<file path="src/hdl/bhw_pkg.sv">
`timescale 1ns / 1ps
// ----------------------------------------------------------------------------
// bhw_pkg
// Shared types, codes and frame constants of the window group sequencer.
// ----------------------------------------------------------------------------
package bhw_pkg;

    localparam int unsigned CFG_INDEX_W = 3;
    localparam int unsigned CFG_DATA_W  = 16;

    localparam logic [7:0]  IDLE_CODE   = 8'h00;
    localparam logic [10:0] TX_ID       = 11'h750;

    localparam logic [7:0]  CMD_STOP    = 8'h00;
    localparam logic [7:0]  CMD_DOWN    = 8'h40;
    localparam logic [7:0]  CMD_UP      = 8'h80;

    localparam logic [7:0]  BUZ_SUB     = 8'h40;
    localparam logic [7:0]  HDR_BYTE1   = 8'h04;
    localparam logic [7:0]  HDR_BYTE2   = 8'h30;
    localparam logic [7:0]  BUZ_BYTE3   = 8'h14;
    localparam logic [7:0]  BUZ_BYTE4   = 8'h00;
    localparam logic [7:0]  BUZ_ON      = 8'h80;
    localparam logic [7:0]  BUZ_OFF     = 8'h00;
    localparam logic [7:0]  WIN_BYTE3   = 8'h01;
    localparam logic [7:0]  WIN_BYTE4   = 8'h01;
    localparam logic [7:0]  ACK_BYTE2   = 8'h70;
    localparam logic [7:0]  ACK_BYTE3   = 8'h01;
    localparam logic [3:0]  ACK_MIN_LEN = 4'd4;

    localparam logic [15:0] HORN_HOLD_RST    = 16'd200;
    localparam logic [15:0] MOVE_HOLD_RST    = 16'd150;
    localparam logic [15:0] MOVE_REFRESH_RST = 16'd750;
    localparam logic [15:0] ACK_TIMEOUT_RST  = 16'd60;
    localparam logic [3:0]  RETRY_LIMIT_RST  = 4'd2;
    localparam logic [7:0]  UP_CODE_RST      = 8'd1;
    localparam logic [7:0]  DOWN_CODE_RST    = 8'd2;
    localparam logic [7:0]  BACK_CODE_RST    = 8'd3;

    typedef enum logic [1:0] {
        OP_BUTTON = 2'd0,
        OP_TICK   = 2'd1,
        OP_FRAME  = 2'd2
    } opcode_t;

    typedef enum logic [CFG_INDEX_W-1:0] {
        REG_HORN_HOLD    = 3'd0,
        REG_MOVE_HOLD    = 3'd1,
        REG_MOVE_REFRESH = 3'd2,
        REG_ACK_TIMEOUT  = 3'd3,
        REG_RETRY_LIMIT  = 3'd4,
        REG_UP_CODE      = 3'd5,
        REG_DOWN_CODE    = 3'd6,
        REG_BACK_CODE    = 3'd7
    } cfg_index_t;

    typedef struct packed {
        logic [15:0] horn_hold_ms;
        logic [15:0] move_hold_ms;
        logic [15:0] move_refresh_ms;
        logic [15:0] ack_timeout_ms;
        logic [3:0]  retry_limit;
        logic [7:0]  up_code;
        logic [7:0]  down_code;
        logic [7:0]  back_code;
    } cfg_t;

    typedef struct packed {
        logic [1:0]  opcode;
        logic [31:0] now_ms;
        logic [7:0]  button_code;
        logic [3:0]  frame_length;
        logic [7:0]  frame_byte0;
        logic [7:0]  frame_byte2;
        logic [7:0]  frame_byte3;
    } item_t;

    typedef struct packed {
        logic        frame_valid;
        logic [10:0] frame_id;
        logic [7:0]  data_byte0;
        logic [7:0]  data_byte1;
        logic [7:0]  data_byte2;
        logic [7:0]  data_byte3;
        logic [7:0]  data_byte4;
        logic [7:0]  data_byte5;
        logic [7:0]  data_byte6;
        logic [7:0]  data_byte7;
        logic        motion_busy;
        logic        last;
    } result_t;

    function automatic logic [7:0] sub_addr(input logic [1:0] idx);
        logic [7:0] addr;
        unique case (idx)
            2'd0: addr = 8'h90;
            2'd1: addr = 8'h91;
            2'd2: addr = 8'h93;
            2'd3: addr = 8'h92;
            default: addr = 8'h90;
        endcase
        return addr;
    endfunction

    function automatic result_t make_frame(input logic [7:0] b0, input logic [7:0] b3,
                                           input logic [7:0] b4, input logic [7:0] b5);
        result_t r;
        r.frame_valid = 1'b1;
        r.frame_id    = TX_ID;
        r.data_byte0  = b0;
        r.data_byte1  = HDR_BYTE1;
        r.data_byte2  = HDR_BYTE2;
        r.data_byte3  = b3;
        r.data_byte4  = b4;
        r.data_byte5  = b5;
        r.data_byte6  = 8'h00;
        r.data_byte7  = 8'h00;
        r.motion_busy = 1'b0;
        r.last        = 1'b0;
        return r;
    endfunction

endpackage

</file>
<file path="src/hdl/bhw_item_if.sv">
`timescale 1ns / 1ps
// ----------------------------------------------------------------------------
// bhw_item_if
// Input item channel: button change, tick or received frame.
// ----------------------------------------------------------------------------
interface bhw_item_if;
    import bhw_pkg::*;

    logic        valid;
    logic        ready;
    logic [1:0]  opcode;
    logic [31:0] now_ms;
    logic [7:0]  button_code;
    logic [3:0]  frame_length;
    logic [7:0]  frame_byte0;
    logic [7:0]  frame_byte2;
    logic [7:0]  frame_byte3;

    modport source (
        output valid, opcode, now_ms, button_code, frame_length,
               frame_byte0, frame_byte2, frame_byte3,
        input  ready
    );

    modport sink (
        input  valid, opcode, now_ms, button_code, frame_length,
               frame_byte0, frame_byte2, frame_byte3,
        output ready
    );
endinterface

</file>
<file path="src/hdl/bhw_result_if.sv">
`timescale 1ns / 1ps
// ----------------------------------------------------------------------------
// bhw_result_if
// Result channel: one frame to send (or none) with busy and last flags.
// ----------------------------------------------------------------------------
interface bhw_result_if;
    import bhw_pkg::*;

    logic        valid;
    logic        ready;
    logic        frame_valid;
    logic [10:0] frame_id;
    logic [7:0]  data_byte0;
    logic [7:0]  data_byte1;
    logic [7:0]  data_byte2;
    logic [7:0]  data_byte3;
    logic [7:0]  data_byte4;
    logic [7:0]  data_byte5;
    logic [7:0]  data_byte6;
    logic [7:0]  data_byte7;
    logic        motion_busy;
    logic        last;

    modport source (
        output valid, frame_valid, frame_id, data_byte0, data_byte1, data_byte2,
               data_byte3, data_byte4, data_byte5, data_byte6, data_byte7,
               motion_busy, last,
        input  ready
    );

    modport sink (
        input  valid, frame_valid, frame_id, data_byte0, data_byte1, data_byte2,
               data_byte3, data_byte4, data_byte5, data_byte6, data_byte7,
               motion_busy, last,
        output ready
    );
endinterface

</file>
<file path="src/hdl/bhw_cfg_if.sv">
`timescale 1ns / 1ps
// ----------------------------------------------------------------------------
// bhw_cfg_if
// Configuration write channel: register index and write data.
// ----------------------------------------------------------------------------
interface bhw_cfg_if;
    import bhw_pkg::*;

    logic                   valid;
    logic                   ready;
    logic [CFG_INDEX_W-1:0] index;
    logic [CFG_DATA_W-1:0]  data;

    modport source (
        output valid, index, data,
        input  ready
    );

    modport sink (
        input  valid, index, data,
        output ready
    );
endinterface

</file>
<file path="src/hdl/bhw_cfg_regs.sv">
`timescale 1ns / 1ps
// ----------------------------------------------------------------------------
// bhw_cfg_regs
// Configuration register file, written through the configuration channel.
// ----------------------------------------------------------------------------
module bhw_cfg_regs (
    input  logic            clk,
    input  logic            rst_n,
    bhw_cfg_if.sink         cfg,
    output bhw_pkg::cfg_t   cfg_out
);
    import bhw_pkg::*;

    cfg_t cfg_reg;
    cfg_t cfg_next;
    logic wr_en;

    assign cfg.ready = 1'b1;
    assign wr_en     = cfg.valid && cfg.ready;
    assign cfg_out   = cfg_reg;

    always_comb
    begin
        cfg_next = cfg_reg;
        if (wr_en)
        begin
            unique case (cfg_index_t'(cfg.index))
                REG_HORN_HOLD:    cfg_next.horn_hold_ms    = cfg.data;
                REG_MOVE_HOLD:    cfg_next.move_hold_ms    = cfg.data;
                REG_MOVE_REFRESH: cfg_next.move_refresh_ms = cfg.data;
                REG_ACK_TIMEOUT:  cfg_next.ack_timeout_ms  = cfg.data;
                REG_RETRY_LIMIT:  cfg_next.retry_limit     = cfg.data[3:0];
                REG_UP_CODE:      cfg_next.up_code         = cfg.data[7:0];
                REG_DOWN_CODE:    cfg_next.down_code       = cfg.data[7:0];
                REG_BACK_CODE:    cfg_next.back_code       = cfg.data[7:0];
                default:          cfg_next = cfg_reg;
            endcase
        end
    end

    always_ff @(posedge clk or negedge rst_n)
    begin
        if (!rst_n)
        begin
            cfg_reg.horn_hold_ms    <= HORN_HOLD_RST;
            cfg_reg.move_hold_ms    <= MOVE_HOLD_RST;
            cfg_reg.move_refresh_ms <= MOVE_REFRESH_RST;
            cfg_reg.ack_timeout_ms  <= ACK_TIMEOUT_RST;
            cfg_reg.retry_limit     <= RETRY_LIMIT_RST;
            cfg_reg.up_code         <= UP_CODE_RST;
            cfg_reg.down_code       <= DOWN_CODE_RST;
            cfg_reg.back_code       <= BACK_CODE_RST;
        end
        else
        begin
            cfg_reg <= cfg_next;
        end
    end
endmodule

</file>
<file path="src/hdl/bhw_engine.sv">
`timescale 1ns / 1ps
// ----------------------------------------------------------------------------
// bhw_engine
// Sequencer state and single-pass next-state logic for one registered item.
// ----------------------------------------------------------------------------
module bhw_engine (
    input  logic               clk,
    input  logic               rst_n,
    input  logic               fire,
    input  bhw_pkg::item_t     item,
    input  bhw_pkg::cfg_t      cfg,
    output bhw_pkg::result_t   res0,
    output bhw_pkg::result_t   res1,
    output logic               res_two
);
    import bhw_pkg::*;

    typedef struct packed {
        logic [7:0]  held_code;
        logic [31:0] held_since;
        logic        horn_hold_on;
        logic [31:0] horn_hold_since;
        logic        buzzer_state;
        logic        move_active;
        logic [7:0]  move_command;
        logic [31:0] move_request_time;
        logic        group_running;
        logic [7:0]  group_command;
        logic [2:0]  target_index;
        logic        waiting_ack;
        logic [3:0]  retries_done;
        logic [31:0] sent_time;
        logic        pending_valid;
        logic [7:0]  pending_command;
    } eng_state_t;

    eng_state_t state_reg;
    eng_state_t state_next;

    always_comb
    begin
        eng_state_t s;
        logic [31:0] now;
        logic [31:0] horn_diff;
        logic [31:0] sent_diff;
        logic [31:0] held_diff;
        logic [31:0] req_diff;
        logic [7:0]  prev;
        logic        press;
        logic        rel;
        logic        do_stop;
        logic        do_queue;
        logic        do_advance;
        logic [7:0]  queue_cmd;
        logic [7:0]  move_cmd;
        logic        up;
        logic        down;
        logic        bz_emit;
        logic [7:0]  bz_val;
        logic        win_emit;
        logic [7:0]  win_sub;
        logic [7:0]  win_cmd;
        logic        busy;
        result_t     bz_frame;
        result_t     win_frame;
        result_t     idle_frame;

        s          = state_reg;
        now        = item.now_ms;
        horn_diff  = now - state_reg.horn_hold_since;
        sent_diff  = now - state_reg.sent_time;
        held_diff  = now - state_reg.held_since;
        req_diff   = now - state_reg.move_request_time;
        prev       = state_reg.held_code;
        press      = 1'b0;
        rel        = 1'b0;
        do_stop    = 1'b0;
        do_queue   = 1'b0;
        do_advance = 1'b0;
        queue_cmd  = CMD_STOP;
        move_cmd   = CMD_STOP;
        up         = 1'b0;
        down       = 1'b0;
        bz_emit    = 1'b0;
        bz_val     = BUZ_OFF;
        win_emit   = 1'b0;
        win_sub    = 8'h00;
        win_cmd    = CMD_STOP;

        if (item.opcode == OP_BUTTON)
        begin
            if (item.button_code != state_reg.held_code)
            begin
                s.held_code  = item.button_code;
                s.held_since = now;
                press = (prev == IDLE_CODE) && (item.button_code != IDLE_CODE);
                rel   = (prev != IDLE_CODE) && (item.button_code == IDLE_CODE);
                if (press && item.button_code == cfg.back_code)
                begin
                    s.horn_hold_on    = 1'b1;
                    s.horn_hold_since = now;
                end
                if (rel && prev == cfg.back_code)
                begin
                    s.horn_hold_on = 1'b0;
                    if (s.buzzer_state)
                    begin
                        s.buzzer_state = 1'b0;
                        bz_emit        = 1'b1;
                        bz_val         = BUZ_OFF;
                    end
                end
                if (rel && (prev == cfg.up_code || prev == cfg.down_code))
                begin
                    do_stop = 1'b1;
                end
            end
        end
        else if (item.opcode == OP_TICK)
        begin
            if (s.horn_hold_on && !s.buzzer_state && horn_diff >= {16'h0, cfg.horn_hold_ms})
            begin
                s.buzzer_state = 1'b1;
                bz_emit        = 1'b1;
                bz_val         = BUZ_ON;
            end
            if (!s.horn_hold_on && s.buzzer_state)
            begin
                s.buzzer_state = 1'b0;
                bz_emit        = 1'b1;
                bz_val         = BUZ_OFF;
            end

            // group send, resend or skip
            if (s.group_running)
            begin
                if (!s.waiting_ack)
                begin
                    win_emit      = 1'b1;
                    win_sub       = sub_addr(s.target_index[1:0]);
                    win_cmd       = s.group_command;
                    s.waiting_ack = 1'b1;
                    s.sent_time   = now;
                end
                else if (sent_diff >= {16'h0, cfg.ack_timeout_ms})
                begin
                    if (s.retries_done < cfg.retry_limit)
                    begin
                        s.retries_done = s.retries_done + 4'd1;
                        win_emit       = 1'b1;
                        win_sub        = sub_addr(s.target_index[1:0]);
                        win_cmd        = s.group_command;
                        s.sent_time    = now;
                    end
                    else
                    begin
                        do_advance = 1'b1;
                    end
                end
            end
        end
        else if (item.opcode == OP_FRAME)
        begin
            if (item.frame_length >= ACK_MIN_LEN && item.frame_byte2 == ACK_BYTE2
                && item.frame_byte3 == ACK_BYTE3 && s.group_running && s.waiting_ack
                && !s.target_index[2]
                && item.frame_byte0 == sub_addr(s.target_index[1:0]))
            begin
                do_advance = 1'b1;
            end
        end

        // advance to the next subaddress; after the last, close the group and start any pending one
        if (do_advance)
        begin
            s.retries_done = 4'd0;
            s.waiting_ack  = 1'b0;
            s.target_index = s.target_index + 3'd1;
            if (s.target_index[2])
            begin
                s.group_running = 1'b0;
                s.target_index  = 3'd0;
                if (s.pending_valid)
                begin
                    s.pending_valid = 1'b0;
                    s.group_command = s.pending_command;
                    s.target_index  = 3'd0;
                    s.waiting_ack   = 1'b0;
                    s.retries_done  = 4'd0;
                    s.sent_time     = now;
                    s.group_running = 1'b1;
                end
            end
        end

        // window hold and refresh
        if (item.opcode == OP_TICK)
        begin
            up   = (s.held_code == cfg.up_code);
            down = (s.held_code == cfg.down_code);
            if (!up && !down)
            begin
                do_stop = 1'b1;
            end
            else if (held_diff >= {16'h0, cfg.move_hold_ms})
            begin
                move_cmd = up ? CMD_UP : CMD_DOWN;
                if (!s.move_active || s.move_command != move_cmd)
                begin
                    s.move_active       = 1'b1;
                    s.move_command      = move_cmd;
                    s.move_request_time = now;
                    do_queue            = 1'b1;
                    queue_cmd           = move_cmd;
                end
                else if (req_diff >= {16'h0, cfg.move_refresh_ms})
                begin
                    s.move_request_time = now;
                    do_queue            = 1'b1;
                    queue_cmd           = move_cmd;
                end
            end
        end

        if (do_stop && s.move_active)
        begin
            s.move_active       = 1'b0;
            s.move_command      = CMD_STOP;
            s.move_request_time = 32'h0;
            s.pending_valid     = 1'b0;
            do_queue            = 1'b1;
            queue_cmd           = CMD_STOP;
        end

        if (do_queue)
        begin
            if (!s.group_running)
            begin
                s.group_command = queue_cmd;
                s.target_index  = 3'd0;
                s.waiting_ack   = 1'b0;
                s.retries_done  = 4'd0;
                s.sent_time     = now;
                s.group_running = 1'b1;
            end
            else
            begin
                s.pending_command = queue_cmd;
                s.pending_valid   = 1'b1;
            end
        end

        state_next = s;

        busy       = s.group_running || s.pending_valid || s.move_active;
        bz_frame   = make_frame(BUZ_SUB, BUZ_BYTE3, BUZ_BYTE4, bz_val);
        win_frame  = make_frame(win_sub, WIN_BYTE3, WIN_BYTE4, win_cmd);
        idle_frame = '0;

        res_two = bz_emit && win_emit;
        if (bz_emit)
        begin
            res0 = bz_frame;
        end
        else if (win_emit)
        begin
            res0 = win_frame;
        end
        else
        begin
            res0 = idle_frame;
        end
        res1 = win_frame;

        res0.motion_busy = busy;
        res0.last        = !res_two;
        res1.motion_busy = busy;
        res1.last        = 1'b1;
    end

    always_ff @(posedge clk or negedge rst_n)
    begin
        if (!rst_n)
        begin
            state_reg.held_code         <= IDLE_CODE;
            state_reg.held_since        <= 32'h0;
            state_reg.horn_hold_on      <= 1'b0;
            state_reg.horn_hold_since   <= 32'h0;
            state_reg.buzzer_state      <= 1'b0;
            state_reg.move_active       <= 1'b0;
            state_reg.move_command      <= CMD_STOP;
            state_reg.move_request_time <= 32'h0;
            state_reg.group_running     <= 1'b0;
            state_reg.group_command     <= CMD_STOP;
            state_reg.target_index      <= 3'd0;
            state_reg.waiting_ack       <= 1'b0;
            state_reg.retries_done      <= 4'd0;
            state_reg.sent_time         <= 32'h0;
            state_reg.pending_valid     <= 1'b0;
            state_reg.pending_command   <= CMD_STOP;
        end
        else if (fire)
        begin
            state_reg <= state_next;
        end
    end
endmodule

</file>
<file path="src/hdl/bhw_result_fifo.sv">
`timescale 1ns / 1ps
// ----------------------------------------------------------------------------
// bhw_result_fifo
// Four-entry result queue: takes one or two results, returns one per transfer.
// ----------------------------------------------------------------------------
module bhw_result_fifo (
    input  logic               clk,
    input  logic               rst_n,
    input  logic               push,
    input  logic               push_two,
    input  bhw_pkg::result_t   push_d0,
    input  bhw_pkg::result_t   push_d1,
    output logic               room,
    output logic               head_valid,
    output bhw_pkg::result_t   head,
    input  logic               pop
);
    import bhw_pkg::*;

    result_t    entry_reg [4];
    logic [1:0] wr_ptr_reg;
    logic [1:0] wr_ptr_next;
    logic [1:0] rd_ptr_reg;
    logic [1:0] rd_ptr_next;
    logic [2:0] count_reg;
    logic [2:0] count_next;
    logic [1:0] wr_ptr_inc;
    logic [2:0] push_n;

    assign room       = (count_reg <= 3'd2);
    assign head_valid = (count_reg != 3'd0);
    assign head       = entry_reg[rd_ptr_reg];
    assign wr_ptr_inc = wr_ptr_reg + 2'd1;

    always_comb
    begin
        push_n      = push ? (push_two ? 3'd2 : 3'd1) : 3'd0;
        wr_ptr_next = wr_ptr_reg + push_n[1:0];
        rd_ptr_next = pop ? rd_ptr_reg + 2'd1 : rd_ptr_reg;
        count_next  = count_reg + push_n - {2'b00, pop};
    end

    always_ff @(posedge clk)
    begin
        if (push)
        begin
            entry_reg[wr_ptr_reg] <= push_d0;
            if (push_two)
            begin
                entry_reg[wr_ptr_inc] <= push_d1;
            end
        end
    end

    always_ff @(posedge clk or negedge rst_n)
    begin
        if (!rst_n)
        begin
            wr_ptr_reg <= 2'd0;
            rd_ptr_reg <= 2'd0;
            count_reg  <= 3'd0;
        end
        else
        begin
            wr_ptr_reg <= wr_ptr_next;
            rd_ptr_reg <= rd_ptr_next;
            count_reg  <= count_next;
        end
    end
endmodule

</file>
<file path="src/hdl/button_hold_window_group_sequencer_core.sv">
`timescale 1ns / 1ps
// ----------------------------------------------------------------------------
// button_hold_window_group_sequencer_core
// Buzzer and window-group sequencer driven by button, tick and frame items.
//
// Channels: item (sink) takes button changes, ticks and received frames;
// result (source) gives one or two results per item, the final one with
// last set; cfg (sink) writes the eight configuration registers, always
// ready; it must be written only while no item is in flight, which the block
// does not enforce. An accepted item is held in an input register and
// processed in one pass of logic into a four-entry result queue. A new item
// is taken every cycle while the queue has room for two results: with a ready
// receiver, items with one result flow at one per cycle, while ticks with
// two results are held back whenever that room is lacking; the result port
// gives one transfer per cycle while the receiver is ready. When the receiver
// stalls, results wait in the queue and the input register holds the next
// item; item.ready falls once that register is full and the queue lacks room
// for two. Reset clears the sequencer state, empties the queue and loads the
// configuration registers with their default values.
// ----------------------------------------------------------------------------
module button_hold_window_group_sequencer_core (
    input  logic        clk,
    input  logic        rst_n,
    bhw_item_if.sink    item,
    bhw_result_if.source result,
    bhw_cfg_if.sink     cfg
);
    import bhw_pkg::*;

    logic    in_valid_reg;
    logic    in_valid_next;
    item_t   in_item_reg;
    logic    item_xfer;
    logic    fire;
    logic    room;
    logic    head_valid;
    logic    res_two;
    result_t res0;
    result_t res1;
    result_t head;
    cfg_t    cfg_cur;

    assign fire       = in_valid_reg && room;
    assign item.ready = !in_valid_reg || fire;
    assign item_xfer  = item.valid && item.ready;

    always_comb
    begin
        if (item_xfer)
        begin
            in_valid_next = 1'b1;
        end
        else if (fire)
        begin
            in_valid_next = 1'b0;
        end
        else
        begin
            in_valid_next = in_valid_reg;
        end
    end

    always_ff @(posedge clk or negedge rst_n)
    begin
        if (!rst_n)
        begin
            in_valid_reg <= 1'b0;
        end
        else
        begin
            in_valid_reg <= in_valid_next;
        end
    end

    always_ff @(posedge clk)
    begin
        if (item_xfer)
        begin
            in_item_reg.opcode       <= item.opcode;
            in_item_reg.now_ms       <= item.now_ms;
            in_item_reg.button_code  <= item.button_code;
            in_item_reg.frame_length <= item.frame_length;
            in_item_reg.frame_byte0  <= item.frame_byte0;
            in_item_reg.frame_byte2  <= item.frame_byte2;
            in_item_reg.frame_byte3  <= item.frame_byte3;
        end
    end

    bhw_cfg_regs u_cfg_regs (
        .clk     (clk),
        .rst_n   (rst_n),
        .cfg     (cfg),
        .cfg_out (cfg_cur)
    );

    bhw_engine u_engine (
        .clk     (clk),
        .rst_n   (rst_n),
        .fire    (fire),
        .item    (in_item_reg),
        .cfg     (cfg_cur),
        .res0    (res0),
        .res1    (res1),
        .res_two (res_two)
    );

    bhw_result_fifo u_result_fifo (
        .clk        (clk),
        .rst_n      (rst_n),
        .push       (fire),
        .push_two   (res_two),
        .push_d0    (res0),
        .push_d1    (res1),
        .room       (room),
        .head_valid (head_valid),
        .head       (head),
        .pop        (result.valid && result.ready)
    );

    assign result.valid       = head_valid;
    assign result.frame_valid = head.frame_valid;
    assign result.frame_id    = head.frame_id;
    assign result.data_byte0  = head.data_byte0;
    assign result.data_byte1  = head.data_byte1;
    assign result.data_byte2  = head.data_byte2;
    assign result.data_byte3  = head.data_byte3;
    assign result.data_byte4  = head.data_byte4;
    assign result.data_byte5  = head.data_byte5;
    assign result.data_byte6  = head.data_byte6;
    assign result.data_byte7  = head.data_byte7;
    assign result.motion_busy = head.motion_busy;
    assign result.last        = head.last;
endmodule

</file>
<file path="src/flat_wrapper.sv">
// flat-port wrapper written by rule: the top's interface ports become plain ports
module button_hold_window_group_sequencer_core_flat import bhw_pkg::*;
  (clk, rst_n, item_valid, item_opcode, item_now_ms, item_button_code, item_frame_length, item_frame_byte0, item_frame_byte2, item_frame_byte3, item_ready, result_valid, result_frame_valid, result_frame_id, result_data_byte0, result_data_byte1, result_data_byte2, result_data_byte3, result_data_byte4, result_data_byte5, result_data_byte6, result_data_byte7, result_motion_busy, result_last, result_ready, cfg_valid, cfg_index, cfg_data, cfg_ready);
  bhw_item_if item_i ();
  bhw_result_if result_i ();
  bhw_cfg_if cfg_i ();
  input  logic clk;
  input  logic rst_n;
  input wire logic [$bits(item_i.valid)-1:0] item_valid;
  input wire logic [$bits(item_i.opcode)-1:0] item_opcode;
  input wire logic [$bits(item_i.now_ms)-1:0] item_now_ms;
  input wire logic [$bits(item_i.button_code)-1:0] item_button_code;
  input wire logic [$bits(item_i.frame_length)-1:0] item_frame_length;
  input wire logic [$bits(item_i.frame_byte0)-1:0] item_frame_byte0;
  input wire logic [$bits(item_i.frame_byte2)-1:0] item_frame_byte2;
  input wire logic [$bits(item_i.frame_byte3)-1:0] item_frame_byte3;
  output wire logic [$bits(item_i.ready)-1:0] item_ready;
  output wire logic [$bits(result_i.valid)-1:0] result_valid;
  output wire logic [$bits(result_i.frame_valid)-1:0] result_frame_valid;
  output wire logic [$bits(result_i.frame_id)-1:0] result_frame_id;
  output wire logic [$bits(result_i.data_byte0)-1:0] result_data_byte0;
  output wire logic [$bits(result_i.data_byte1)-1:0] result_data_byte1;
  output wire logic [$bits(result_i.data_byte2)-1:0] result_data_byte2;
  output wire logic [$bits(result_i.data_byte3)-1:0] result_data_byte3;
  output wire logic [$bits(result_i.data_byte4)-1:0] result_data_byte4;
  output wire logic [$bits(result_i.data_byte5)-1:0] result_data_byte5;
  output wire logic [$bits(result_i.data_byte6)-1:0] result_data_byte6;
  output wire logic [$bits(result_i.data_byte7)-1:0] result_data_byte7;
  output wire logic [$bits(result_i.motion_busy)-1:0] result_motion_busy;
  output wire logic [$bits(result_i.last)-1:0] result_last;
  input wire logic [$bits(result_i.ready)-1:0] result_ready;
  input wire logic [$bits(cfg_i.valid)-1:0] cfg_valid;
  input wire logic [$bits(cfg_i.index)-1:0] cfg_index;
  input wire logic [$bits(cfg_i.data)-1:0] cfg_data;
  output wire logic [$bits(cfg_i.ready)-1:0] cfg_ready;
  assign item_i.valid = item_valid;
  assign item_i.opcode = item_opcode;
  assign item_i.now_ms = item_now_ms;
  assign item_i.button_code = item_button_code;
  assign item_i.frame_length = item_frame_length;
  assign item_i.frame_byte0 = item_frame_byte0;
  assign item_i.frame_byte2 = item_frame_byte2;
  assign item_i.frame_byte3 = item_frame_byte3;
  assign item_ready = item_i.ready;
  assign result_valid = result_i.valid;
  assign result_frame_valid = result_i.frame_valid;
  assign result_frame_id = result_i.frame_id;
  assign result_data_byte0 = result_i.data_byte0;
  assign result_data_byte1 = result_i.data_byte1;
  assign result_data_byte2 = result_i.data_byte2;
  assign result_data_byte3 = result_i.data_byte3;
  assign result_data_byte4 = result_i.data_byte4;
  assign result_data_byte5 = result_i.data_byte5;
  assign result_data_byte6 = result_i.data_byte6;
  assign result_data_byte7 = result_i.data_byte7;
  assign result_motion_busy = result_i.motion_busy;
  assign result_last = result_i.last;
  assign result_i.ready = result_ready;
  assign cfg_i.valid = cfg_valid;
  assign cfg_i.index = cfg_index;
  assign cfg_i.data = cfg_data;
  assign cfg_ready = cfg_i.ready;
  button_hold_window_group_sequencer_core u_core (.clk(clk), .rst_n(rst_n), .item(item_i), .result(result_i), .cfg(cfg_i));
endmodule
</file>
<file path="config.mk">
export PLATFORM = sky130hd
export DESIGN_NAME = button_hold_window_group_sequencer_core_flat
export DESIGN_NICKNAME = d
export VERILOG_FILES = /design/src/hdl/bhw_pkg.sv /design/src/hdl/bhw_item_if.sv /design/src/hdl/bhw_result_if.sv /design/src/hdl/bhw_cfg_if.sv /design/src/hdl/bhw_cfg_regs.sv /design/src/hdl/bhw_engine.sv /design/src/hdl/bhw_result_fifo.sv /design/src/hdl/button_hold_window_group_sequencer_core.sv /design/src/flat_wrapper.sv
export SDC_FILE = /design/constraint.sdc
export NUM_CORES = 1
export LEC_CHECK = 0
export BUFFER_PORTS_ARGS = -buffer_cell sky130_fd_sc_hd__buf_2
export CELL_PAD_IN_SITES_DETAIL_PLACEMENT = 1
export CELL_PAD_IN_SITES_GLOBAL_PLACEMENT = 1
export CORE_UTILIZATION = 40
export CTS_CLUSTER_SIZE = 14
export DETAILED_ROUTE_END_ITERATION = 6
export PLACE_DENSITY_LB_ADDON = 0.1
export SLEW_MARGIN = 20
export SYNTH_ARGS = -nofsm -noshare
export SYNTH_HDL_FRONTEND = slang
export SYNTH_SLANG_ARGS = --single-unit
</file>
<file path="constraint.sdc">
create_clock -name clk -period 6.05 [get_ports clk]
set_input_delay 1.21 -clock clk [delete_from_list [all_inputs] [get_ports clk]]
set_output_delay 1.21 -clock clk [all_outputs]
set_load 0.05 [all_outputs]
</file>
==> results of run 1 <==
metrics by stage:
step / instance area (µm²) / setup slack (ns) / utilization / cells
after floorplan: 26800 / 0.00490 / - / 2866
after global placement: 28700 / -0.295 / 0.436 / 3818
after detailed placement: 28700 / -0.470 / 0.436 / 3818
after CTS: 30400 / 0.0254 / 0.463 / 3914
after global routing: 30600 / -0.125 / 0.465 / 3917
final: 30600 / 0.182 / 0.465 / 3918
where the power goes:
part / total [W] / switching, W / internal (W)
clock: 0.00293 / 0.00118 / 0.00175
combinational: 0.00886 / 0.00533 / 0.00353
sequential: 0.00403 / 0.000555 / 0.00347
total: 0.0158 / 0.00707 / 0.00875
placed cells by master, fill, tap and decap left out, types with 16 or more instances in the layout:
master,count
sky130_fd_sc_hd__nand2_1,307
sky130_fd_sc_hd__dfrtp_1,237
sky130_fd_sc_hd__inv_1,233
sky130_fd_sc_hd__o21ai_0,206
sky130_fd_sc_hd__ha_1,193
sky130_fd_sc_hd__a21oi_1,166
sky130_fd_sc_hd__buf_4,149
sky130_fd_sc_hd__nor2_1,136
sky130_fd_sc_hd__buf_2,120
sky130_fd_sc_hd__edfxtp_1,116
sky130_fd_sc_hd__mux2_2,89
sky130_fd_sc_hd__xnor2_1,73
sky130_fd_sc_hd__xor2_1,70
sky130_fd_sc_hd__conb_1,51
sky130_fd_sc_hd__clkbuf_16,50
sky130_fd_sc_hd__a21o_1,47
sky130_fd_sc_hd__nor3_1,46
sky130_fd_sc_hd__nand4_1,42
sky130_fd_sc_hd__nand3_1,42
sky130_fd_sc_hd__nor4_1,37
sky130_fd_sc_hd__o21a_1,35
sky130_fd_sc_hd__mux2_4,29
sky130_fd_sc_hd__nand2b_1,28
sky130_fd_sc_hd__and3_1,28
sky130_fd_sc_hd__and2_1,27
sky130_fd_sc_hd__o211ai_1,24
sky130_fd_sc_hd__dfstp_2,23
sky130_fd_sc_hd__o21bai_1,20
sky130_fd_sc_hd__mux2i_1,19
sky130_fd_sc_hd__a31oi_1,18
sky130_fd_sc_hd__a211oi_1,17
sky130_fd_sc_hd__o31ai_1,16
sky130_fd_sc_hd__mux4_2,16
sky130_fd_sc_hd__dfxtp_1,16
critical path: cells and delay by family (launching register included):
kind                     cells  cell delay, ns
XOR/XNOR                     3            0.42
buffers and inverters        7            0.82
adder cells (fa/ha/maj)      5            1.24
AND/OR/NAND/NOR              6            1.25
AO/OA/AOI/OAI                9            1.51
flip-flops                   1            0.46
how the worst max path moves through the flow:
stage | start | endpoint | slack, ns | cells after the start
3_5_place_dp | u_core.in_item_reg[40] | u_core.u_result_fifo.count_reg[2] | -0.47 | 26
6_report | u_core.in_item_reg[38] | u_core.u_result_fifo.count_reg[2] | 0.18 | 30
5_1_grt | u_core.in_item_reg[38] | u_core.u_result_fifo.count_reg[2] | -0.12 | 30
4_1_cts | u_core.in_item_reg[36] | u_core.u_result_fifo.count_reg[2] | 0.03 | 32
2_1_floorplan | u_core.in_item_reg[38] | u_core.u_result_fifo.count_reg[2] | 0.005 | 31
3_3_place_gp | u_core.in_item_reg[37] | u_core.u_result_fifo.count_reg[2] | -0.29 | 27
cells by family (layout without fill, tap and decap cells):
logic type	Yosys count	after routing	synth area share
buf+inv	416	603	0.0710
flops	393	393	0.390
xor+xnor	144	144	0.0474
compound gates	703	703	0.171
fa+ha+maj	204	204	0.0974
mux	155	155	0.0756
simple gates	800	800	0.147
other cells	2	52	0.000282
layer usage:
metal / track usage / part of all wire
met1: 0.307 / 0.44
met3: 0.0203 / 0.020
met5: 0 / 0
met2: 0.458 / 0.52
met4: 0.0776 / 0.028
final cells by class:
cell class | count | area (µm²)
Timing Repair Buffer | 278 | 1870
Clock buffer | 70 | 1380
Clock inverter | 19 | 216
Multi-Input combinational cell | 2057 | 14800
Sequential cell | 393 | 10400
Antenna cell | 1 | 2.50
Fill cell | 7458 | 35200
Tap cell | 864 | 1080
Inverter | 236 | 886
timing repair:
item,4_1_cts,5_1_grt
endpoints found under the setup margin,13,50
resized for setup,26,31
setup buffers,7,3
pin swaps,11,17
cloned,0,0
==> impl_results.rst, run 1 <==
.. list-table::
   :header-rows: 1

   * - Metric
     - Value
   * - Run status
     - complete, no violations
   * - Total Routing Usage GR
     - 0.249
   * - Number of input and output port buffers inserted
     - roughly 120
   * - Ys flop type
     - sky130_fd_sc_hd__dfrtp_1
   * - Top cell type by total area after synthesis
     - sky130_fd_sc_hd__dfrtp_1
   * - Vert. Die Dim
     - between 200 and 300 µm
   * - Total via count in the routed design
     - 21726
   * - Initial antenna violation count
     - 2
   * - Number of library cell types mapped by synthesis
     - approximately 100
   * - Critical path fanouts, max
     - 3
   * - Wire length of the first global-routing pass
     - 131 mm
   * - Sum of net half-perimeters after detailed placement
     - ~65 mm
   * - Type of the worst min-delay path
     - reg -> reg
   * - Register-to-register path setup slack
     - about 0.18 ns
   * - Flip-flop and latch count after synthesis
     - approximately 400
   * - Overall overflow remaining after global route
     - 0
   * - Most frequent cell after synthesis
     - sky130_fd_sc_hd__nand2_1
   * - Transition time of the tightest slew-check pin
     - between 1 and 1.5 ns
   * - Count of standard-cell rows
     - 94
   * - Path depth of the worst reg2reg path
     - 30
   * - Slowest stage cell, crit path
     - sky130_fd_sc_hd__or4b_1
   * - Largest stage delay, worst path
     - approximately 0.55 ns
   * - Cell area power density
     - 517 nW/µm²
   * - Post-route DRC violation count
     - 0
   * - Post-layout min period
     - a little under 6 ns
   * - Clk pin slew, worst setup/hold paths
     - around 0.060 ns
   * - Sum Neg Setup Slack
     - 0 ns
   * - CTS tree
     - built
   * - Die W
     - between 200 and 300 µm
   * - Number of clock sinks seen by CTS
     - about 390
   * - Share of cells above drive strength 1
     - 0.196
   * - Hold-critical path depth
     - 2
   * - Std-Cell Core Area
     - 65700 µm²
   * - Most frequent cells after synthesis
     - sky130_fd_sc_hd__nand2_1, sky130_fd_sc_hd__dfrtp_1, sky130_fd_sc_hd__inv_1, sky130_fd_sc_hd__o21ai_0, sky130_fd_sc_hd__ha_1
   * - Start point of the worst hold path
     - u_core.u_result_fifo.entry_reg[3][34]
   * - Flip-flop count of the largest register, all copies and words added
     - roughly 160
   * - Starting DRC count in detailed routing
     - just over 1000
   * - H-Tree Level Count
     - 2
   * - Final Hold Viols
     - 0
   * - Master cell of the clock root buffer
     - sky130_fd_sc_hd__clkbuf_16
   * - Hold slack
     - around 0.45 ns
   * - Final worst path period share
     - 0.970
   * - Post-CTS Hold Buffers
     - 0
   * - Initial cell density of the core
     - 0.404
   * - Number of enable flip-flop cells after synthesis
     - between 100 and 150
   * - Yosys warning count
     - 0
   * - Fraction of registers with async set or reset after synthesis
     - 0.664
   * - Total Die Area
     - 67500 µm²
   * - Category of the critical setup timing path
     - reg -> reg
   * - Finish-stage setup viols
     - 0
   * - Top area cells in the synthesized netlist
     - sky130_fd_sc_hd__dfrtp_1, sky130_fd_sc_hd__edfxtp_1, sky130_fd_sc_hd__ha_1, sky130_fd_sc_hd__nand2_1, sky130_fd_sc_hd__o21ai_0
   * - Gate Count Post-Synth
     - between 2000 and 3000
   * - Mean instance size in the synthesized netlist
     - approximately 9.4 µm²
   * - First-pass iteration count of the detailed router
     - 5
   * - Crit path capture type
     - register
   * - Via count of the first global-routing pass
     - ~23000
   * - Destination of the worst hold path
     - u_core.u_result_fifo.entry_reg[3][34]
   * - Setup repair after global routing missed its margin
     - yes
   * - Largest net degree at the start of global routing
     - between 100 and 150
   * - Worst vdd ir
     - 0.304 mV
   * - Sum of internal, switching and leakage power
     - 0.0158 W
   * - NumNets Final
     - approximately 3300
   * - Worst endpoint data arrival time
     - around 6.3 ns
   * - Final-report max-slew violation count
     - 0
   * - Share of synthesized area occupied by flip-flops and latches
     - 0.390
   * - Skew-Pair Late Insertion Delay
     - slightly above 0.6 ns
   * - Routability congestion estimate
     - around 0.9
   * - Final wirelength
     - 84.6 mm
   * - Number of routed nets with antenna violations
     - 0
   * - Leakage dissipation
     - 13.0 nW
   * - Required time of the critical path
     - ~6.5 ns
   * - Worst R2R Start
     - u_core.in_item_reg[38]
   * - Headroom to the max-slew limit
     - 0.252
   * - R2R Path End
     - u_core.u_result_fifo.count_reg[2]
   * - Clock buffers created by TritonCTS
     - 48
   * - Startpoint kind of the worst setup timing path
     - register
   * - Combined area of all synthesized cells
     - around 27000 µm²
   * - Drt wl/cell
     - ~22 µm
   * - Number of primary I/O pins
     - ~180
   * - Highest Clock Rate
     - 0.170 GHz
   * - Via-to-Cell Ratio
     - between 5 and 6
   * - Share of the synthesized area in the top cell type
     - 0.224
   * - Max-cap violations
     - 0
   * - Area growth from synthesis to layout
     - 15.0%
   * - Worst Skew
     - ~0.026 ns
   * - Longest Clk Path Bufs
     - 3
(Power assumes the default switching activity.)
==> run 2: changes to the inputs <==
Settings changed: CORE_UTILIZATION 40 to 44.
==> run 2 against run 1 <==
The flow now finishes with violations (design-rule violations); sequential power is essentially flat; combinational power grew 0.6%; design area grew 0.20%; clock skew shrank 0.0022 ns; die area shrank 9.0%; largest cell class unchanged; highest routed layer unchanged.
==> impl_results.rst, run 2 (synthesis results as in run 1) <==
.. list-table::
   :header-rows: 1

   * - Metric
     - Value
   * - Final Hold Viols
     - 0 (unchanged)
   * - Run status
     - complete, but fails checks
   * - Wire length of the first global-routing pass
     - 133 mm (+1.7%)
   * - Startpoint kind of the worst setup timing path
     - register
   * - Total Routing Usage GR
     - 0.283 (+0.0331)
   * - Number of clock sinks seen by CTS
     - 393 (unchanged)
   * - Share of cells above drive strength 1
     - 0.205 (+0.00863)
   * - Uppermost metal layer occupied by signal nets
     - met4
   * - Worst vdd ir
     - 0.262 mV (-14%)
   * - Master cell of the clock root buffer
     - sky130_fd_sc_hd__clkbuf_16
   * - Number of routed nets with antenna violations
     - 0 (unchanged)
   * - Sum of internal, switching and leakage power
     - 0.0160 W (+1.1%)
   * - Final instance area
     - 30600 µm² (+0.20%)
   * - Clk pin slew, worst setup/hold paths
     - 0.06 ns (about the same)
   * - Highest Clock Rate
     - 0.169 GHz (-0.85%)
   * - Skew-Pair Late Insertion Delay
     - 0.60 ns (about the same)
   * - Number of primary I/O pins
     - 175 (unchanged)
   * - Transition time of the tightest slew-check pin
     - 1.15 ns (+0.0291 ns)
   * - Flip-flop count of the largest register, all copies and words added
     - 161 (unchanged)
   * - Total via count in the routed design
     - 22052 (+1.5%)
   * - Final-report max-slew violation count
     - 0 (unchanged)
   * - Number of input and output port buffers inserted
     - 121 (unchanged)
   * - Required time of the critical path
     - 6.51 ns (-0.02 ns)
   * - First-pass iteration count of the detailed router
     - 7 (+2)
   * - Violations in the final reports
     - design-rule violations
   * - Area growth from synthesis to layout
     - 15.2%
   * - Vert. Die Dim
     - 248 µm (-4.6%)
   * - Largest stage delay, worst path
     - 0.52 ns (-0.03 ns)
   * - Max-cap violations
     - 0 (unchanged)
   * - Detailed route wirelength on metal2
     - 44.6 mm (+2.1%)
   * - Fill count
     - 6741 (-9.6%)
   * - Die W
     - 248 µm (-4.6%)
   * - NumNets Final
     - 3324 (+0.36%)
   * - Headroom to the max-slew limit
     - 0.233 (-0.0195)
   * - Slowest stage cell, crit path
     - sky130_fd_sc_hd__or4b_1
   * - Final worst path period share
     - 0.978 (+0.00828)
   * - Sum of net half-perimeters after detailed placement
     - 65.2 mm (+0.54%)
   * - Drt wl/cell
     - 22.6 µm (+4.7%)
   * - Worst Skew
     - 0.0234 ns (-0.00217 ns)
   * - Via-to-Cell Ratio
     - 5.74 (+3.6%)
   * - Initial cell density of the core
     - 0.448 (+0.0436)
   * - Leakage dissipation
     - 13.1 nW (+0.77%)
   * - Critical path fanouts, max
     - 4 (+1)
   * - Diode count
     - 0 (-1)
   * - Post-layout min period
     - 5.92 ns (+0.0501 ns)
   * - Final wirelength
     - 86.9 mm (+2.6%)
   * - Routability congestion estimate
     - 0.924 (+1.6%)
   * - Setup repair after global routing missed its margin
     - yes
   * - Starting DRC count in detailed routing
     - 1117 (+8.1%)
   * - Cell area power density
     - 522 nW/µm² (+0.85%)
   * - Total Die Area
     - 61400 µm² (-9.0%)
   * - H-Tree Level Count
     - 2 (unchanged)
   * - Post-place instance area
     - 28600 µm² (-0.34%)
   * - Routed met3 length
     - 2.57 mm (+50%)
   * - Count of standard-cell rows
     - 89 (-5.3%)
   * - Crit path capture type
     - register
   * - Type of the worst min-delay path
     - reg -> reg
   * - Largest net degree at the start of global routing
     - 149 (+33%)
   * - Met1 WL
     - 36.5 mm (-1.0%)
   * - CTS tree
     - built
   * - Std-Cell Core Area
     - 59400 µm² (-9.7%)
   * - Register-to-register path setup slack
     - 0.13 ns (-0.05 ns)
   * - Overall overflow remaining after global route
     - 0 (unchanged)
   * - Category of the critical setup timing path
     - reg -> reg
   * - Post-route DRC violation count
     - 8 (+8)
   * - Longest Clk Path Bufs
     - 3 (unchanged)
   * - Most common cell after layout, fill and taps aside
     - sky130_fd_sc_hd__nand2_1
   * - Via count of the first global-routing pass
     - 23308 (+1.1%)
   * - Leading cell types in the layout, fill and taps excluded
     - sky130_fd_sc_hd__nand2_1, sky130_fd_sc_hd__dfrtp_1, sky130_fd_sc_hd__inv_1, sky130_fd_sc_hd__o21ai_0, sky130_fd_sc_hd__ha_1
   * - Clock buffers created by TritonCTS
     - 48 (unchanged)
   * - Initial antenna violation count
     - 2 (unchanged)
   * - Worst endpoint data arrival time
     - 6.38 ns (+0.04 ns)
   * - Finish-stage setup viols
     - 0 (unchanged)
[run 2: cell count changes in the layout (fill, tap and decap cells not counted), moves of 3 or more]
cell,change
sky130_fd_sc_hd__clkinv_2,+4
sky130_fd_sc_hd__ha_2,+4
sky130_fd_sc_hd__clkbuf_8,+4
sky130_fd_sc_hd__buf_4,+12
sky130_fd_sc_hd__a21oi_1,-4
sky130_fd_sc_hd__clkinv_1,-3
sky130_fd_sc_hd__clkbuf_1,-6
[run 2: routing by layer]
metal,global-route usage,up-vias
li1,-,10397
met1,0.338,11110
met2,0.513,380
met3,0.0351,165
met4,0.108,0
met5,0,-
[run 2: path summary, 6_finish.rpt]
kind,startpoint,end,cells past startpoint
worst max-delay path,u_core.in_item_reg[36],u_core.u_result_fifo.count_reg[2],33
worst min-delay path,u_core.u_result_fifo.entry_reg[0][64],u_core.u_result_fifo.entry_reg[0][64],2
worst max register to register,u_core.in_item_reg[36],u_core.u_result_fifo.count_reg[2],33
worst min register to register,u_core.u_result_fifo.entry_reg[0][64],u_core.u_result_fifo.entry_reg[0][64],2
max in group asynchronous,rst_n,u_core.u_result_fifo.rd_ptr_reg[0],2
min in group asynchronous,rst_n,u_core.u_engine.state_reg[109],1
[run 2: layout make-up]
| cell class | instances | area, µm² | share of cell area |
|---|---|---|---|
| clock inverters | 22 | 262 | 0.00853 |
| well taps | 773 | 967 | 0.0316 |
| multi-input cells | 2057 | 14800 | 0.483 |
| flip-flops and latches | 393 | 10400 | 0.338 |
| repair buffers | 290 | 1950 | 0.0636 |
| inverters | 236 | 886 | 0.0289 |
| clock buffers | 68 | 1410 | 0.0460 |
[run 2: worst max-delay path: cells and delay by family (launching register included)]
kind | cells | cell delay (ns)
buf+inv | 7 | 0.80
fa+ha+maj | 6 | 1.39
flops | 1 | 0.42
compound gates | 10 | 1.76
xor+xnor | 2 | 0.28
simple gates | 8 | 1.15
[run 2: stage by stage]
stage / util / TNS, ns / hold slack [ns] / worst slack (ns) / cells
after floorplan: - / 0 / 0.420 / 0.00490 / 2866
after global routing: 0.516 / -0.399 / 0.478 / -0.262 / 3839
final: 0.516 / 0 / 0.463 / 0.132 / 3839
after CTS: 0.510 / 0 / 0.463 / 0.0213 / 3823
after detailed placement: 0.481 / -0.440 / 0.449 / -0.297 / 3731
after global placement: 0.481 / -0.328 / 0.434 / -0.239 / 3731
[run 2: power by group]
part / internal (W) / switching [W] / total (W) / leakage, nW
Sequential: 0.00348 / 0.000581 / 0.00406 / 4.47
Clock: 0.00184 / 0.00119 / 0.00302 / 0.822
Combinational: 0.00356 / 0.00535 / 0.00891 / 7.81
Total: 0.00887 / 0.00712 / 0.0160 / 13.1
[run 2: timing repair]
item / in CTS / in global routing
pin swaps: 4 / 38
endpoints found under the setup margin: 3 / 99
cloned: 0 / 0
gates resized for setup: 10 / 62
buffers inserted: 2 / 17
hold buffers: 0 / 0
==> run 3: changes to the inputs <==
Settings changed: ABC_AREA from default to 1, CORE_UTILIZATION 44 to 41.
==> run 3 against run 2 <==
Routed wire length rose by 14%; cell count rose by 37%; clock power increased by 2%; count of clock-buffer cells in the layout stayed put; sequential cell count unchanged; area after synthesis is 8.9% higher; the run now ends clean; largest power group unchanged.
==> impl_results.rst, run 3 <==
.. list-table::
   :header-rows: 1

   * - Metric
     - Value
   * - Finish-stage setup viols
     - 0 (unchanged)
   * - Timing endpoint of the critical path
     - u_core.u_result_fifo.count_reg[2]
   * - Count of standard-cell rows
     - 97 (+9.0%)
   * - Via count of the first global-routing pass
     - 27227 (+17%)
   * - Worst vdd ir
     - 0.356 mV (+36%)
   * - Number of input and output port buffers inserted
     - 121 (unchanged)
   * - Most common cell after layout, fill and taps aside
     - sky130_fd_sc_hd__nand2_1
   * - Longest Clk Path Bufs
     - 3 (unchanged)
   * - Max-cap violations
     - 0 (unchanged)
   * - Setup crit start
     - u_core.in_item_reg[42]
   * - Global routing usage on met3
     - 0.0279 (-0.00729)
   * - Std-Cell Core Area
     - 70000 µm² (+18%)
   * - Starting DRC count in detailed routing
     - 1602 (+43%)
   * - Net switching power figure
     - 0.00782 W (+9.9%)
   * - Share of the synthesized area in the top cell type
     - 0.206 (-0.0184)
   * - Top cell type by total area after synthesis
     - sky130_fd_sc_hd__dfrtp_1
   * - Drt wl/cell
     - 18.9 µm (-17%)
   * - Category of the critical setup timing path
     - reg -> reg
   * - R2R Path End
     - u_core.u_result_fifo.count_reg[2]
   * - Final instance area
     - 32200 µm² (+5.0%)
   * - Xor and xnor fraction of the mapped netlist area
     - 0.0351 (-0.0124)
   * - Required time of the critical path
     - 6.58 ns (+0.07 ns)
   * - Sum Neg Setup Slack
     - 0 ns (unchanged)
   * - Initial cell density of the core
     - 0.414 (-0.0343)
   * - Post-route DRC violation count
     - 0 (-8)
   * - Gate Count Post-Synth
     - 4148 (+47%)
   * - Fill count
     - 9146 (+36%)
   * - Path depth of the worst reg2reg path
     - 26 (-21%)
   * - Register-to-register path setup slack
     - 0.43 ns (+0.30 ns)
   * - Postcts setup bufs
     - 0 (-2)
   * - Flip-flop and latch count after synthesis
     - 393 (unchanged)
   * - Area fraction in compound gates after synthesis
     - 0.106 (-0.0651)
   * - Initial antenna violation count
     - 4 (+2)
   * - Post-layout min period
     - 5.62 ns (-0.299 ns)
   * - Sum of net half-perimeters after detailed placement
     - 75.4 mm (+16%)
   * - Worst endpoint data arrival time
     - 6.15 ns (-0.23 ns)
   * - Type of the worst min-delay path
     - reg -> reg
   * - Ys flop type
     - sky130_fd_sc_hd__dfrtp_1
   * - Wire length of the first global-routing pass
     - 155 mm (+16%)
   * - Share of cells above drive strength 1
     - 0.0794 (-0.125)
   * - Master cell of the clock root buffer
     - sky130_fd_sc_hd__clkbuf_16
   * - Post-place instance area
     - 30500 µm² (+6.7%)
   * - Largest stage delay, worst path
     - 0.81 ns (+0.29 ns)
   * - Flip-flop count of the largest register, all copies and words added
     - 161 (unchanged)
   * - Run status
     - complete, no violations
   * - Setup repair after global routing missed its margin
     - no
   * - Number of primary I/O pins
     - 175 (unchanged)
   * - Relative contribution of the clock network to total power
     - 0.195 (+0.006)
   * - Sequential cell area in the final layout
     - 10400 µm² (about the same)
   * - Number of library cell types mapped by synthesis
     - 59 (-43%)
   * - Post-CTS Hold Buffers
     - 0 (unchanged)
   * - Global routing met1 resource utilization
     - 0.394 (+0.0568)
   * - Final-report max-slew violation count
     - 0 (unchanged)
   * - Number of routed nets with antenna violations
     - 0 (unchanged)
   * - Arithmetic-cell share of the synthesized area counting full adders, half adders and majority gates
     - 0.0894 (-0.00800)
   * - Final Hold Viols
     - 0 (unchanged)
   * - H-Tree Level Count
     - 2 (unchanged)
   * - Clk pin slew, worst setup/hold paths
     - 0.06 ns (about the same)
   * - Switching Fraction
     - 0.495 (+0.0499)
   * - Combinational power share
     - 0.561 (+0.004)
   * - Final wirelength
     - 99.0 mm (+14%)
   * - Headroom to the max-slew limit
     - 0.277 (+0.0440)
   * - Crit path capture type
     - register
   * - Number of clock sinks seen by CTS
     - 393 (unchanged)
   * - Area growth from synthesis to layout
     - 11.1%
   * - Area of the multi-input gates
     - 15400 µm² (+4.1%)
   * - Sequential group share of total power
     - 0.245 (-0.009)
   * - Overall overflow remaining after global route
     - 0 (unchanged)
   * - Internal power
     - 0.00798 W (-10%)
   * - Share of synthesized area occupied by flip-flops and latches
     - 0.358 (-0.0320)
   * - Die W
     - 268 µm (+8.1%)
   * - Routability congestion estimate
     - 0.925 (about the same)
   * - Worst R2R Start
     - u_core.in_item_reg[42]
   * - Final worst path period share
     - 0.929 (-0.0494)
   * - Finished Core Util
     - 0.460 (-0.0567)
   * - Most frequent cell after synthesis
     - sky130_fd_sc_hd__nand2_1
   * - Number of enable flip-flop cells after synthesis
     - 116 (unchanged)
   * - Vert. Die Dim
     - 268 µm (+8.1%)
   * - Largest net degree at the start of global routing
     - 155 (+4.0%)
   * - Post-synthesis share of cell area spent on and, or, nand and nor gates
     - 0.293 (+0.146)
   * - Critical path fanouts, max
     - 8 (+4)
   * - Highest Clock Rate
     - 0.178 GHz (+5.3%)
   * - Critical Path Most Common Cell
     - sky130_fd_sc_hd__nand2_1
   * - Leading cell types in the layout, fill and taps excluded
     - sky130_fd_sc_hd__nand2_1, sky130_fd_sc_hd__inv_1, sky130_fd_sc_hd__nor2_1, sky130_fd_sc_hd__nand3_1, sky130_fd_sc_hd__o21ai_0
   * - NumNets Final
     - 4564 (+37%)
   * - Combined area of all synthesized cells
     - 29000 µm² (+8.9%)
   * - Total via count in the routed design
     - 26960 (+22%)
   * - Total Routing Usage GR
     - 0.280 (-0.00258)
   * - Fraction of registers with async set or reset after synthesis
     - 0.664 (unchanged)
   * - CTS tree
     - built
   * - Total Die Area
     - 71700 µm² (+17%)
   * - First-pass iteration count of the detailed router
     - 5 (-2)
   * - Slowest stage cell, crit path
     - sky130_fd_sc_hd__edfxtp_1
   * - Multiplexer share of the synthesized area
     - 0 (-0.0756)
   * - Met2 capacity usage during global routing
     - 0.458 (-0.0547)
   * - Top area cells in the synthesized netlist
     - sky130_fd_sc_hd__dfrtp_1, sky130_fd_sc_hd__nand2_1, sky130_fd_sc_hd__edfxtp_1, sky130_fd_sc_hd__inv_1, sky130_fd_sc_hd__ha_1
   * - Transition time of the tightest slew-check pin
     - 1.08 ns (-0.0625 ns)
   * - Resize count post-CTS
     - 0 (-10)
   * - Leakage dissipation
     - 16.2 nW (+23%)
   * - Startpoint kind of the worst setup timing path
     - register
   * - Skew-Pair Late Insertion Delay
     - 0.61 ns (about the same)
   * - Via-to-Cell Ratio
     - 5.13 (-11%)
   * - Mean instance size in the synthesized netlist
     - 6.98 µm² (-26%)
   * - Clock buffers created by TritonCTS
     - 50 (+4.2%)
   * - Worst Skew
     - 0.0243 ns (+0.000808 ns)
   * - Top Usage Layer GRT
     - met2
   * - Largest family of logic cells by synthesized area
     - simple AND/OR/NAND/NOR gates
   * - Yosys warning count
     - 0 (unchanged)
   * - Most frequent cells after synthesis
     - sky130_fd_sc_hd__nand2_1, sky130_fd_sc_hd__inv_1, sky130_fd_sc_hd__nor2_1, sky130_fd_sc_hd__nand3_1, sky130_fd_sc_hd__o21ai_0
   * - Cell area power density
     - 491 nW/µm² (-5.9%)
==> run 3: changes by cell type in the layout (fill, tap and decap cells not counted), sizes merged, moves of 45 or more <==
| cell | previous run | this run |
|---|---|---|
| xnor2 | 73 | 28 |
| inv | 236 | 672 |
| o21ai | 218 | 336 |
| nand2 | 310 | 1265 |
| buf | 290 | 174 |
| nand3 | 43 | 305 |
| nor2 | 139 | 338 |
| mux2 | 119 | 0 |
==> run 3: routing by layer <==
layer  wire (µm)  up-vias
li1            -    13401
met1       47100    12931
met2       45400      503
met3        4110      125
met4        2420        0
met5           0        -
==> run 3: critical path, delay by kind of cell (launching register included) <==
kind                     cells  cell delay (ns)
AO/OA/AOI/OAI                2             0.40
XOR/XNOR                     3             0.63
adder cells (fa/ha/maj)      5             1.56
buffers and inverters        4             0.19
flip-flops                   1             0.81
AND/OR/NAND/NOR             12             1.95
==> run 3: logic make-up after synthesis <==
kind of cell,after synthesis
adder cells (fa/ha/maj),204
buffers and inverters,824
other,2
XOR/XNOR,116
flip-flops,393
AO/OA/AOI/OAI,567
AND/OR/NAND/NOR,2042
==> run 3: layout make-up <==
cell class,instances,area share
antenna,3,0.000233
clock buffer,68,0.0438
clock inverter,26,0.00813
inverter,667,0.0779
multi-input combinational,2980,0.479
sequential,393,0.322
tap,940,0.0365
timing repair buffer,174,0.0325
==> run 3: worst min-delay path by stage <==
stage,start,endpoint,slack [ns],cells past startpoint
finish,u_core.u_result_fifo.entry_reg[2][0],u_core.u_result_fifo.entry_reg[2][0],0.47,2
global route,rst_n,u_core.u_engine.state_reg[129],0.49,1
CTS,rst_n,u_core.u_engine.state_reg[127],0.47,1
detailed placement,u_core.u_result_fifo.entry_reg[1][76],u_core.u_result_fifo.entry_reg[1][76],0.46,2
global placement,u_core.u_result_fifo.entry_reg[1][76],u_core.u_result_fifo.entry_reg[1][76],0.45,2
floorplan,u_core.u_result_fifo.entry_reg[1][76],u_core.u_result_fifo.entry_reg[1][76],0.44,2
==> run 3: power by group through the flow <==
stage | Clock [W] | Combinational, W | Sequential (W)
final | 0.00308 | 0.00886 | 0.00387
after detailed placement | 0 | 0.00882 | 0.00390
after CTS | 0.00314 | 0.00889 | 0.00386
after global placement | 0 | 0.00861 | 0.00388
after floorplan | 0 | 0.00640 | 0.00378
after global routing | 0.00322 | 0.0100 | 0.00393
==> run 3: metrics by stage <==
step / total power, W / hold WS [ns] / instances / worst slack (ns)
after floorplan: 0.0102 / 0.437 / 4197 / 0.984
after global placement: 0.0125 / 0.451 / 5153 / 0.582
after detailed placement: 0.0127 / 0.456 / 5153 / 0.465
after CTS: 0.0159 / 0.469 / 5247 / 0.444
after global routing: 0.0172 / 0.491 / 5248 / 0.0284
final: 0.0158 / 0.475 / 5251 / 0.432
